## config.mk

```make
export PLATFORM = sky130hd
export DESIGN_NAME = scanline_palette_sprite_blitter_core_flat
export DESIGN_NICKNAME = d
export VERILOG_FILES = /design/src/design/spsb_pkg.sv /design/src/design/spsb_if.sv /design/src/design/scanline_palette_sprite_blitter_core.sv /design/src/design/spsb_lane.sv /design/src/design/spsb_bank.sv /design/src/flat_wrapper.sv
export SDC_FILE = /design/constraint.sdc
export NUM_CORES = 2
export LEC_CHECK = 0
export BUFFER_PORTS_ARGS = -buffer_cell sky130_fd_sc_hd__buf_2
export CORE_MARGIN = 2
export CORE_UTILIZATION = 57
export CTS_BUF_LIST = sky130_fd_sc_hd__clkbuf_16
export DETAILED_ROUTE_END_ITERATION = 12
export GPL_TIMING_DRIVEN = 1
export HOLD_SLACK_MARGIN = 0.12
export PLACE_DENSITY = 0.76
export SLEW_MARGIN = 30
export SYNTH_ARGS = -nofsm -noshare
export SYNTH_HDL_FRONTEND = slang
export SYNTH_MEMORY_MAX_BITS = 65536
export SYNTH_SLANG_ARGS = --single-unit
```

## constraint.sdc

```tcl
create_clock -name clk -period 5.7 [get_ports clk]
set_input_delay 0.855 -clock clk [delete_from_list [all_inputs] [get_ports clk]]
set_output_delay 0.855 -clock clk [all_outputs]
set_load 0.02 [all_outputs]
```

## src/design/spsb_pkg.sv

```systemverilog
// Shared types and constants of the scanline palette sprite blitter.
package spsb_pkg;

  // Line geometry; the line buffer is split into four interleaved banks.
  localparam int LINE_WIDTH = 220;
  localparam int LANES      = 4;
  localparam int COL_W      = $clog2(LINE_WIDTH);
  localparam int BANK_DEPTH = (LINE_WIDTH + LANES - 1) / LANES;
  localparam int BANK_AW    = $clog2(BANK_DEPTH);

  // Operation codes carried in the mode field.
  typedef enum logic [1:0] {
    MODE_PALETTE = 2'd0,
    MODE_DRAW    = 2'd1,
    MODE_READ    = 2'd2,
    MODE_NONE    = 2'd3
  } mode_t;

  // Command broadcast from the top level to every lane.
  typedef struct packed {
    logic        draw;
    logic        pal_we;
    logic        depth;
    logic [3:0]  pal_idx;
    logic [15:0] pal_color;
    logic [7:0]  packed_byte;
    logic [6:0]  group;
    logic [15:0] sx;
    logic [3:0]  transp;
  } lane_cmd_t;

  // Registered pixel write produced by one lane.
  typedef struct packed {
    logic             en;
    logic [COL_W-1:0] col;
    logic [15:0]      color;
  } lane_wr_t;

  // Write and read requests for one line buffer bank.
  typedef struct packed {
    logic               en;
    logic [BANK_AW-1:0] addr;
    logic [15:0]        data;
  } bank_wr_t;

  typedef struct packed {
    logic               en;
    logic [BANK_AW-1:0] addr;
  } bank_rd_t;

endpackage

```

## src/design/spsb_if.sv

```systemverilog
// Handshake interfaces for the input item and result word channels.
interface spsb_item_if;
  logic        valid;
  logic        ready;
  logic [1:0]  mode;
  logic        pixel_depth;
  logic [3:0]  palette_index;
  logic [15:0] palette_color;
  logic [7:0]  packed_byte;
  logic [6:0]  group_index;
  logic signed [15:0] sprite_x;
  logic [15:0] screen_row;
  logic signed [15:0] sprite_top;
  logic [7:0]  sprite_height;
  logic [3:0]  transparent_index;
  logic [7:0]  read_position;

  modport source (
    output valid, mode, pixel_depth, palette_index, palette_color, packed_byte,
           group_index, sprite_x, screen_row, sprite_top, sprite_height,
           transparent_index, read_position,
    input  ready
  );
  modport sink (
    input  valid, mode, pixel_depth, palette_index, palette_color, packed_byte,
           group_index, sprite_x, screen_row, sprite_top, sprite_height,
           transparent_index, read_position,
    output ready
  );
endinterface

interface spsb_result_if;
  logic        valid;
  logic        ready;
  logic [15:0] pixel_color;

  modport source (output valid, pixel_color, input ready);
  modport sink   (input valid, pixel_color, output ready);
endinterface

```

## src/design/scanline_palette_sprite_blitter_core.sv

```systemverilog
// Top level: input decode, four drawing lanes, bank merge and result register.
//
// The block accepts one word per clock: a palette load, a sprite byte draw or
// a pixel read. The four lanes handle the pixels of a sprite byte, one each,
// and keep their own palette copy; their writes are merged onto four
// column-interleaved line buffer banks, so all pixels of a byte land in the
// same cycle. A read is registered in the read request stage and then in the
// bank read register. Input is stalled only while a finished result waits in
// the output register and the sink is not ready. Line buffer and palette read
// as zero after reset with no clearing pass.
module scanline_palette_sprite_blitter_core (
  input  logic clk,
  input  logic rst,
  spsb_item_if.sink     item,
  spsb_result_if.source result
);
  import spsb_pkg::*;

  logic               adv;
  logic               accept;
  logic signed [17:0] row_ext;
  logic signed [17:0] top_ext;
  logic signed [17:0] bottom;
  logic               in_row;
  logic [17:0]        rpos_ext;
  lane_cmd_t          cmd;
  lane_wr_t           lane_wr [LANES];
  bank_wr_t           bank_wr [LANES];
  bank_rd_t           bank_rd [LANES];
  logic [15:0]        bank_rdata [LANES];

  logic               s1_rd;
  logic               s1_rd_ok;
  logic [1:0]         s1_rbank;
  logic [BANK_AW-1:0] s1_raddr;
  logic               out_valid;
  logic               out_ok;
  logic [1:0]         out_bank;

  // Pipeline moves whenever the result register is free or being emptied.
  assign adv        = ~out_valid | result.ready;
  assign item.ready = adv;
  assign accept     = item.valid & adv;

  // Row test in full signed arithmetic.
  always_comb begin
    row_ext = signed'({2'b00, item.screen_row});
    top_ext = 18'(item.sprite_top);
    bottom  = top_ext + signed'({10'd0, item.sprite_height});
    in_row  = (row_ext >= top_ext) && (row_ext < bottom);
  end

  // Command broadcast to the lanes.
  always_comb begin
    cmd.draw        = accept && (mode_t'(item.mode) == MODE_DRAW) && in_row;
    cmd.pal_we      = accept && (mode_t'(item.mode) == MODE_PALETTE);
    cmd.depth       = item.pixel_depth;
    cmd.pal_idx     = item.palette_index;
    cmd.pal_color   = item.palette_color;
    cmd.packed_byte = item.packed_byte;
    cmd.group       = item.group_index;
    cmd.sx          = item.sprite_x;
    cmd.transp      = item.transparent_index;
  end

  for (genvar l = 0; l < LANES; l++) begin : g_lane
    spsb_lane u_lane (
      .clk     (clk),
      .rst     (rst),
      .adv     (adv),
      .lane_id (2'(l)),
      .cmd     (cmd),
      .wr      (lane_wr[l])
    );
  end

  // Merge: each bank takes the lane whose column falls in it.
  always_comb begin
    for (int b = 0; b < LANES; b++) begin
      bank_wr[b] = '0;
      for (int l = 0; l < LANES; l++) begin
        if (adv && lane_wr[l].en && (lane_wr[l].col[1:0] == 2'(b))) begin
          bank_wr[b].en   = 1'b1;
          bank_wr[b].addr = lane_wr[l].col[COL_W-1:2];
          bank_wr[b].data = lane_wr[l].color;
        end
      end
      bank_rd[b].en   = adv && s1_rd && s1_rd_ok && (s1_rbank == 2'(b));
      bank_rd[b].addr = s1_raddr;
    end
  end

  for (genvar b = 0; b < LANES; b++) begin : g_bank
    spsb_bank u_bank (
      .clk   (clk),
      .rst   (rst),
      .wr    (bank_wr[b]),
      .rd    (bank_rd[b]),
      .rdata (bank_rdata[b])
    );
  end

  // Read request stage, aligned with the lane write stage.
  assign rpos_ext = 18'(item.read_position);

  always_ff @(posedge clk) begin
    if (rst) begin
      s1_rd <= 1'b0;
    end else if (adv) begin
      s1_rd <= accept && (mode_t'(item.mode) == MODE_READ);
    end
  end

  always_ff @(posedge clk) begin
    if (adv) begin
      s1_rd_ok <= rpos_ext < 18'(LINE_WIDTH);
      s1_rbank <= item.read_position[1:0];
      s1_raddr <= BANK_AW'(rpos_ext >> 2);
    end
  end

  // Result register.
  always_ff @(posedge clk) begin
    if (rst) begin
      out_valid <= 1'b0;
    end else if (adv) begin
      out_valid <= s1_rd;
    end
  end

  always_ff @(posedge clk) begin
    if (adv) begin
      out_ok   <= s1_rd_ok;
      out_bank <= s1_rbank;
    end
  end

  assign result.valid       = out_valid;
  assign result.pixel_color = out_ok ? bank_rdata[out_bank] : 16'd0;

endmodule

```

## src/design/spsb_lane.sv

```systemverilog
// One drawing lane: its own palette copy and the column and color of one pixel.
module spsb_lane (
  input  logic               clk,
  input  logic               rst,
  input  logic               adv,
  input  logic [1:0]         lane_id,
  input  spsb_pkg::lane_cmd_t cmd,
  output spsb_pkg::lane_wr_t  wr
);
  import spsb_pkg::*;

  logic [15:0]        palette [16];
  logic [2:0]         shift;
  logic [7:0]         nib;
  logic [3:0]         idx;
  logic               active;
  logic signed [17:0] col;
  logic               hit;

  // Palette copy, written by every palette load.
  always_ff @(posedge clk) begin
    if (rst) begin
      for (int i = 0; i < 16; i++) palette[i] <= '0;
    end else if (cmd.pal_we) begin
      palette[cmd.pal_idx] <= cmd.pal_color;
    end
  end

  // Pick this lane's index out of the byte, high bits first.
  always_comb begin
    if (cmd.depth) begin
      shift = 3'd6 - {lane_id, 1'b0};
    end else begin
      shift = lane_id[0] ? 3'd0 : 3'd4;
    end
    nib    = cmd.packed_byte >> shift;
    idx    = cmd.depth ? {2'b00, nib[1:0]} : nib[3:0];
    active = cmd.depth | ~lane_id[1];
  end

  // Screen column of this pixel and the clip and transparency test.
  always_comb begin
    col = 18'(signed'(cmd.sx))
        + (cmd.depth ? signed'({9'd0, cmd.group, 2'b00})
                     : signed'({10'd0, cmd.group, 1'b0}))
        + signed'({16'd0, lane_id});
    hit = cmd.draw && active && (idx != cmd.transp)
          && (col >= 18'sd0) && (col < 18'(LINE_WIDTH));
  end

  // Registered write toward the line buffer banks; only the enable is reset.
  always_ff @(posedge clk) begin
    if (adv) begin
      wr.col   <= col[COL_W-1:0];
      wr.color <= palette[idx];
    end
    if (rst) begin
      wr.en <= 1'b0;
    end else if (adv) begin
      wr.en <= hit;
    end
  end

endmodule

```

## src/design/spsb_bank.sv

```systemverilog
// One interleaved bank of the line buffer, with per-entry written flags.
module spsb_bank (
  input  logic               clk,
  input  logic               rst,
  input  spsb_pkg::bank_wr_t wr,
  input  spsb_pkg::bank_rd_t rd,
  output logic [15:0]        rdata
);
  import spsb_pkg::*;

  logic [15:0]           mem [BANK_DEPTH];
  logic [BANK_DEPTH-1:0] written;
  logic [15:0]           rd_q;
  logic                  rd_written_q;

  // Storage array; never-written entries read as zero.
  always_ff @(posedge clk) begin
    if (wr.en) begin
      mem[wr.addr] <= wr.data;
    end
    if (rd.en) begin
      rd_q <= mem[rd.addr];
    end
  end

  // Written flags, cleared at reset.
  always_ff @(posedge clk) begin
    if (rst) begin
      written      <= '0;
      rd_written_q <= 1'b0;
    end else begin
      if (wr.en) written[wr.addr] <= 1'b1;
      if (rd.en) rd_written_q <= written[rd.addr];
    end
  end

  assign rdata = rd_written_q ? rd_q : 16'd0;

endmodule
```

## src/flat_wrapper.sv

```systemverilog
// flat-port wrapper written by rule: the top's interface ports become plain ports
module scanline_palette_sprite_blitter_core_flat import spsb_pkg::*;
  (clk, rst, item_valid, item_mode, item_pixel_depth, item_palette_index, item_palette_color, item_packed_byte, item_group_index, item_sprite_x, item_screen_row, item_sprite_top, item_sprite_height, item_transparent_index, item_read_position, item_ready, result_valid, result_pixel_color, result_ready);
  spsb_item_if item_i ();
  spsb_result_if result_i ();
  input  logic clk;
  input  logic rst;
  input wire logic [$bits(item_i.valid)-1:0] item_valid;
  input wire logic [$bits(item_i.mode)-1:0] item_mode;
  input wire logic [$bits(item_i.pixel_depth)-1:0] item_pixel_depth;
  input wire logic [$bits(item_i.palette_index)-1:0] item_palette_index;
  input wire logic [$bits(item_i.palette_color)-1:0] item_palette_color;
  input wire logic [$bits(item_i.packed_byte)-1:0] item_packed_byte;
  input wire logic [$bits(item_i.group_index)-1:0] item_group_index;
  input wire logic [$bits(item_i.sprite_x)-1:0] item_sprite_x;
  input wire logic [$bits(item_i.screen_row)-1:0] item_screen_row;
  input wire logic [$bits(item_i.sprite_top)-1:0] item_sprite_top;
  input wire logic [$bits(item_i.sprite_height)-1:0] item_sprite_height;
  input wire logic [$bits(item_i.transparent_index)-1:0] item_transparent_index;
  input wire logic [$bits(item_i.read_position)-1:0] item_read_position;
  output wire logic [$bits(item_i.ready)-1:0] item_ready;
  output wire logic [$bits(result_i.valid)-1:0] result_valid;
  output wire logic [$bits(result_i.pixel_color)-1:0] result_pixel_color;
  input wire logic [$bits(result_i.ready)-1:0] result_ready;
  assign item_i.valid = item_valid;
  assign item_i.mode = item_mode;
  assign item_i.pixel_depth = item_pixel_depth;
  assign item_i.palette_index = item_palette_index;
  assign item_i.palette_color = item_palette_color;
  assign item_i.packed_byte = item_packed_byte;
  assign item_i.group_index = item_group_index;
  assign item_i.sprite_x = item_sprite_x;
  assign item_i.screen_row = item_screen_row;
  assign item_i.sprite_top = item_sprite_top;
  assign item_i.sprite_height = item_sprite_height;
  assign item_i.transparent_index = item_transparent_index;
  assign item_i.read_position = item_read_position;
  assign item_ready = item_i.ready;
  assign result_valid = result_i.valid;
  assign result_pixel_color = result_i.pixel_color;
  assign result_i.ready = result_ready;
  scanline_palette_sprite_blitter_core u_core (.clk(clk), .rst(rst), .item(item_i), .result(result_i));
endmodule
```

Yosys cells after proc, flatten, opt, wreduce, memory -nomap -nowiden --
Memory sizes are Yosys's and may differ from the RTL's. A register that Yosys moved wholly into a read port is not among the register bits. Index checks and enable logic that the tools add are counted.
Word-level totals: bits in registers 274, latch bits 0, bits in writable memories 4544, memory bits (read-only) 0, input bits 110, output and inout port bits 18, word-level logic and storage cells 220, memories 8
Cells by class: add/sub/neg operators 5, multiply operators 0, div/mod/pow operators 0, order comparisons 21, equality and inequality tests 21, shift-type cells 3, muxes and demuxes 73, bitwise logic cells 8, reductions and logical operators 58
Memory list:
- u_core.g_bank[0].u_bank.mem | words 55, width 16, read ports 1, clocked after Yosys merged registers in 1, write ports 1, RTL line spsb_bank.sv:11 | logic [15:0] mem [BANK_DEPTH];
- u_core.g_bank[1].u_bank.mem | words 55, width 16, read ports 1, clocked after Yosys merged registers in 1, write ports 1, RTL line spsb_bank.sv:11
- u_core.g_bank[2].u_bank.mem | words 55, width 16, read ports 1, clocked after Yosys merged registers in 1, write ports 1, RTL line spsb_bank.sv:11
- u_core.g_bank[3].u_bank.mem | words 55, width 16, read ports 1, clocked after Yosys merged registers in 1, write ports 1, RTL line spsb_bank.sv:11
- u_core.g_lane[0].u_lane.palette | words 16, width 16, read ports 1, clocked after Yosys merged registers in 1, write ports 16, RTL line spsb_lane.sv:12 | logic [15:0] palette [16];
- u_core.g_lane[1].u_lane.palette | words 16, width 16, read ports 1, clocked after Yosys merged registers in 1, write ports 16, RTL line spsb_lane.sv:12
- 2 more memories
Operators with widths (count):
- two-way mux 23 bit | 16
- OR 55 bit | 4
- two-way mux 16 bit | 11
- OR reduction 16 bit | 4
- >= comparator 18 x 1 -> 1 bit (second input constant) | 3
- less-than comparator 18 x 9 -> 1 bit (second input constant) | 3
- logical AND 1 bit | 48
- adder 17 x 3 -> 18 bit (second input constant) | 2
- less-than comparator 6 x 7 -> 1 bit (second input constant) | 5
- binary-select mux 16 bit (select 2 bit) | 1
- two-way mux 4 bit | 8
- two-way mux 1 bit | 25
- binary-select mux 1 bit (select 6 bit) | 4
- demux 1 bit (select 6 bit) | 4
- >= comparator 6 x 1 -> 1 bit (second input constant) | 4
- >> shifter 8 x 3 -> 4 bit | 3
- equality test 2 bit (second input constant) | 11
- adder 17 x 2 -> 18 bit (second input constant) | 1
- less-than comparator 17 x 18 -> 1 bit | 1
- adder 16 x 10 -> 17 bit | 1
- adder 16 x 9 -> 17 bit | 1
- >= comparator 17 x 1 -> 1 bit (second input constant) | 1
- >= comparator 17 x 16 -> 1 bit | 1
- less-than comparator 17 x 9 -> 1 bit (second input constant) | 1
- other kinds (12) | 26

Depth between registers and ports, before layout --
word-level depth 13, depth in mapped cells 19, mapped depth without buffers 19

Modules after synthesis --
From an unflattened synthesis, not the netlist that was laid out.
Second synthesis, totals: cells, all modules 11665, area total of the unflattened synthesis 206495.5 um^2
By module, submodules not included:
- spsb_bank (u_core.g_bank[1].u_bank ...) | instances 3, cells an instance 1706, area each 36523.8 um^2, sequential area each 28026.9 um^2
- spsb_bank (u_core.g_bank[0].u_bank) | instances 1, cells an instance 1691, area each 36532.5 um^2, sequential area each 28026.9 um^2
- spsb_lane (u_core.g_lane[0].u_lane ...) | instances 2, cells an instance 1137, area each 14114.8 um^2, sequential area each 8428.1 um^2
- spsb_lane (u_core.g_lane[3].u_lane) | instances 1, cells an instance 955, area each 13689.4 um^2, sequential area each 8428.1 um^2
- spsb_lane (u_core.g_lane[2].u_lane) | instances 1, cells an instance 946, area each 13683.1 um^2, sequential area each 8428.1 um^2
- scanline_palette_sprite_blitter_core | instances 1, cells an instance 681, area each 4789.6 um^2, sequential area each 400.4 um^2

Least setup slack after synthesis --
OpenSTA, ideal clock, no wires.
kind input -> register, start input result_ready, end memory u_core.g_bank[1].u_bank.mem[0][2], data pin, setup time 0.632 ns, data arrival time 4.838 ns, required time 5.068 ns, setup slack 0.230 ns, stages 11, path buffers 5, cell sequence nor2b_2 buf_6 inv_2 buf_6 buf_6 nand4_2 buf_2 buf_1 nand2_1 o21ai_0 o21ai_0
RTL lines:
- from (decl) | RTL line flat_wrapper.sv:24 | input wire logic [$bits(result_i.ready)-1:0] result_ready;
- to (decl) | RTL line spsb_bank.sv:11

Final worst setup path --
start register u_core.out_valid, in the netlist u_core.result.valid, end memory u_core.g_bank[3].u_bank.mem[25][3], enable pin
On the way: cells in the longest elaborated chain, start to end 10, elaborated cells between the ends (all ways) 16, those cells by class mux: 6; bitwise: 2; reduce/logical: 8
RTL lines:
- from (decl) | RTL line scanline_palette_sprite_blitter_core.sv:36 | logic out_valid;
- from (signal assigned) | RTL line scanline_palette_sprite_blitter_core.sv:127 | out_valid <= s1_rd;
- NOT 1 bit * | RTL line scanline_palette_sprite_blitter_core.sv:41 | assign adv = ~out_valid | result.ready;
- OR 1 bit * | RTL line scanline_palette_sprite_blitter_core.sv:41
- logical AND 1 bit (2 in a row) | RTL line scanline_palette_sprite_blitter_core.sv:82 | if (adv && lane_wr[l].en && (lane_wr[l].col[1:0] == 2'(b))) begin
- two-way mux 23 bit (3 in a row) | RTL line scanline_palette_sprite_blitter_core.sv:82
- two-way mux 23 bit * | RTL line scanline_palette_sprite_blitter_core.sv:82
- two-way mux 1 bit | RTL line spsb_bank.sv:18 | if (wr.en) begin
- two-way mux 1 bit (implied by the code) | RTL line spsb_bank.sv:19 | mem[wr.addr] <= wr.data;
- to (decl) | RTL line spsb_bank.sv:11
Mark *: on every way between the ends. The rest lies on a longest branch, timed or not.

==> results.md <==
- Initial antenna violation count: 13
- Synth cell types: 108
- Pre-Repair DR Iteration Count: 8
- CTS Hold Bufs: 7
- H-tree depth: 5
- Min-Delay Path Depth: 1
- CTS tree: built
- Design Area, Final: 192000 um2
- Final Hold Vio Count: 0
- Post-route DRC violation count: 0
- Post-synth EDFFs: 3946
- Worst-path fanout max: 30
- Mapped Area: 170200 um2
- Placed Area: 178700 um2
- Die Area: 302900 um2
- Max-cap violations: 0
- Number of fill cells: 18970
- Crit share post-route: 79.73%
- Core area: 297000 um2
- Vias/cell: 6.692
- Worst skew pair latency: 970 ps
- Max Fclk: 220.1 MHz
- Most common flop cell mapped by yosys: edfxtp_1
- Number of CTS-inserted buffers: 406
- Share of layout cells above drive strength 1: 26.75%
- Critical Path, Cell by Cell: nor2b_2 > inv_6 > and4_1 > nor2b_1 > buf_4 > a221oi_1 > o31a_1 > nand2_1 > or2_2 > nor2_1 > buf_4
- Multi-input gate area: 45630 um2
- Logic pwr share: 3.9%
- Slowest cell on the critical path: o31a_1
- Vias in the first global route: 91310
- Starting density of the core: 57.29%
- Max clock buf depth: 4
- # rows: 200
- Yosys reg bits: 4176
- PwrDens: 324.7 nW/um2
- GRT Overall Usage: 28.57%
- Startpoint Class: register
- Routed WL: 434.2 mm
- Worst slew pin tran: 1059 ps
- Psw: 0.01330 W
- Post-synth ARST share: 0%
- Setup-failing EPs final: 0
- Syn Area/Cell: 19.23 um2
- Largest net degree at the start of global routing: 140
- Post-detail-place hpwl: 258.7 mm
- Final Power: 0.06236 W
- Crit-path max cell delay: 600 ps
- Worst path depth: 11
- Sequential area share after synthesis: 72.34%
- Die Ht: 550.4 um
- Routability Congestion: 0.9069
- Leakage: 53.37 nW
- Pint: 0.04906 W
- Via count: 91190
- Worst Reg-to-Reg Cells: 11
- Max IR drop VDD: 0.3128 mV
- Synthesized instance count: 8851
- Clock transition at path regs: 70 ps
- Initial drt markers: 12760
- Post-cts resize count: 0
- Fin nets: 9504
- Post-route setup TNS: 0 ps
- First-pass GRT wire length: 629.7 mm
- DR WL/cell: 31.86 um
- Status: finished clean
- CP required: 6320 ps
- Crit-path leading delay family: simple AND/OR/NAND/NOR gates
- I/O pins: 128
- Postcts setup bufs: 0
- PortBufs: 127
- Register area: 123100 um2
- DIE WIDTH: 550.4 um
- Crit path buffers/inverters: 3
- Layout Skew: 59.98 ps
- Fraction of power consumed by the clock network: 42.0%
- Register share of total power: 54.0%
- Antenna-violating nets left: 0
- CP arrival: 5160 ps
- Area delta synth->final: 12.86%
- Sw frac: 21.33%
- Critical path's most frequent cell: buf_4
- Max-slew violation count: 0
- Setup CP Type: register to register
- Root Driver: clkbuf_16
- Unrepaired setup endpoints after global routing: false
- Yosys Warn Count: 0
- Worst slew margin: 29.38%
- Remaining global-route overflow: 0
- Crit. End Element: register
- Synth Net Count: 9015
- Worst hold path class: primary input to register
- Minimum clock period: 4544 ps
- Clock Sinks: 4176
## worst register-to-register path: cells and delay by family (launching register included)
kind	cells	cell delay (ps)
compound gates	2	920
flops	1	350
buf+inv	3	750
simple gates	6	2180
## placed cells by master, fill, tap and decap left out, drive strengths merged, types with 10 or more instances in the layout
cell / netlist / final
a31oi: 17 / 17
nor3: 27 / 27
and2: 283 / 283
a21oi: 281 / 281
and3: 10 / 10
dfxtp: 230 / 230
o211ai: 69 / 69
nor2b: 25 / 25
xor2: 19 / 19
a22oi: 35 / 35
ha: 52 / 52
a211oi: 29 / 29
nor4: 18 / 18
buf: 183 / 614
xnor2: 40 / 40
o21bai: 36 / 36
mux2: 15 / 15
mux4: 1240 / 1240
edfxtp: 3946 / 3946
bufinv: 0 / 36
a221oi: 30 / 30
nand3: 42 / 42
nand2b: 20 / 20
inv: 36 / 156
mux2i: 219 / 219
or2: 26 / 26
o31a: 15 / 15
clkinv: 0 / 178
nor2: 630 / 630
o21ai: 333 / 333
nand4: 15 / 15
nand2: 420 / 420
clkbuf: 358 / 410
a221o: 48 / 48
## kinds of logic (layout without fill, tap and decap cells)
logic type,count (synthesis),count (layout),share of synthesized area [%]
compound gates,952,952,3.467
xor+xnor,60,60,0.3721
simple gates,1557,1557,4.257
fa+ha+maj,55,55,0.4118
other cells,0,4,0
buf+inv,577,1409,1.354
mux,1474,1474,17.80
flops,4176,4176,72.34
## power by group through the flow
stage               clock network [W]  registers, W  logic, W
floorplan                           0        0.0341   0.00172
global placement                    0        0.0343   0.00240
detailed placement                  0        0.0343   0.00243
CTS                            0.0265        0.0337   0.00245
global route                   0.0275        0.0337   0.00262
finish                         0.0262        0.0337   0.00246
## stage by stage
| stage | worst slack, ps | cells | util [%] | hold WS [ps] |
|---|---|---|---|---|
| finish | 1156 | 13630 | 64.66 | 188.3 |
| global route | 1013 | 13620 | 64.65 | 184.8 |
| CTS | 1282 | 13610 | 64.56 | 163.4 |
| detailed placement | 564.9 | 12850 | 60.16 | 451.4 |
| global placement | 454.4 | 12830 | 60.01 | 441.6 |
| floorplan | 230.2 | 8851 | - | 418.0 |
## registers in the layout, summed over array words and instances, names as in the netlist
name,flops
u_core.g_bank.u_bank.mem,3520
u_core.g_bank.u_bank.rd_q,64
u_core.g_bank.u_bank.rd_written_q,4
u_core.g_bank.u_bank.written,220
u_core.g_lane.u_lane.palette,256
u_core.g_lane.u_lane.wr,98
u_core.out_bank,2
u_core.out_ok,1
u_core.result.valid,1
u_core.s1_raddr,6
u_core.s1_rbank,2
u_core.s1_rd,1
u_core.s1_rd_ok,1
## cell type report
| class | instances | share of cell area, % |
|---|---|---|
| clock inverters | 342 | 1.440 |
| flip-flops and latches | 4176 | 64.10 |
| inverters | 36 | 0.07688 |
| well taps | 3939 | 2.566 |
| multi-input cells | 4098 | 23.76 |
| repair buffers | 622 | 2.727 |
| clock buffers | 409 | 5.329 |
| diodes | 4 | 0.005212 |
## final timing paths
path / start / endpoint / slack [ps]
worst min register to register: u_core.g_bank[3].u_bank.written[38] / u_core.g_bank[3].u_bank.written[38] / 470
worst max-delay path: u_core.result.valid / u_core.g_bank[3].u_bank.mem[25][3] / 1160
worst min-delay path: item_read_position[1] / u_core.s1_rbank[1] / 190
worst max register to register: u_core.result.valid / u_core.g_bank[3].u_bank.mem[25][3] / 1160
## synth_stat cells (all sizes together), types with 5 or more instances
library cell,count,share of area [%]
xnor2,40,0.23
clkbuf,358,0.79
a21oi,281,0.84
mux4,1240,16
a221oi,30,0.16
a22oi,35,0.15
and4,6,0.032
dfxtp,230,2.7
nor3,27,0.091
buf,183,0.48
o21ai,333,0.99
a21o,8,0.035
inv,36,0.079
and3,10,0.037
a211oi,29,0.14
nor2b,25,0.093
or3,8,0.029
ha,52,0.38
or2,26,0.096
and2,283,1.0
nor2,630,1.4
o21bai,36,0.16
a31oi,17,0.062
nand3,42,0.13
o211ai,69,0.30
xor2,19,0.13
o21a,8,0.035
o22ai,8,0.029
a221o,48,0.28
nand2b,20,0.074
o31a,15,0.078
nor4,18,0.090
nand2,420,0.93
mux2i,219,1.3
edfxtp,3946,70
mux2,15,0.099
nand4,15,0.059
nand3b,5,0.022
## routing by layer
| metal | track usage (%) | vias up | routed length, um |
|---|---|---|---|
| li1 | - | 37060 | - |
| met1 | 39.67 | 47560 | 161500 |
| met2 | 45.44 | 5698 | 209700 |
| met3 | 5.829 | 869 | 45240 |
| met4 | 10.54 | 4 | 17780 |
| met5 | 0 | - | 26 |
Power figures use the tool's default switching activity.
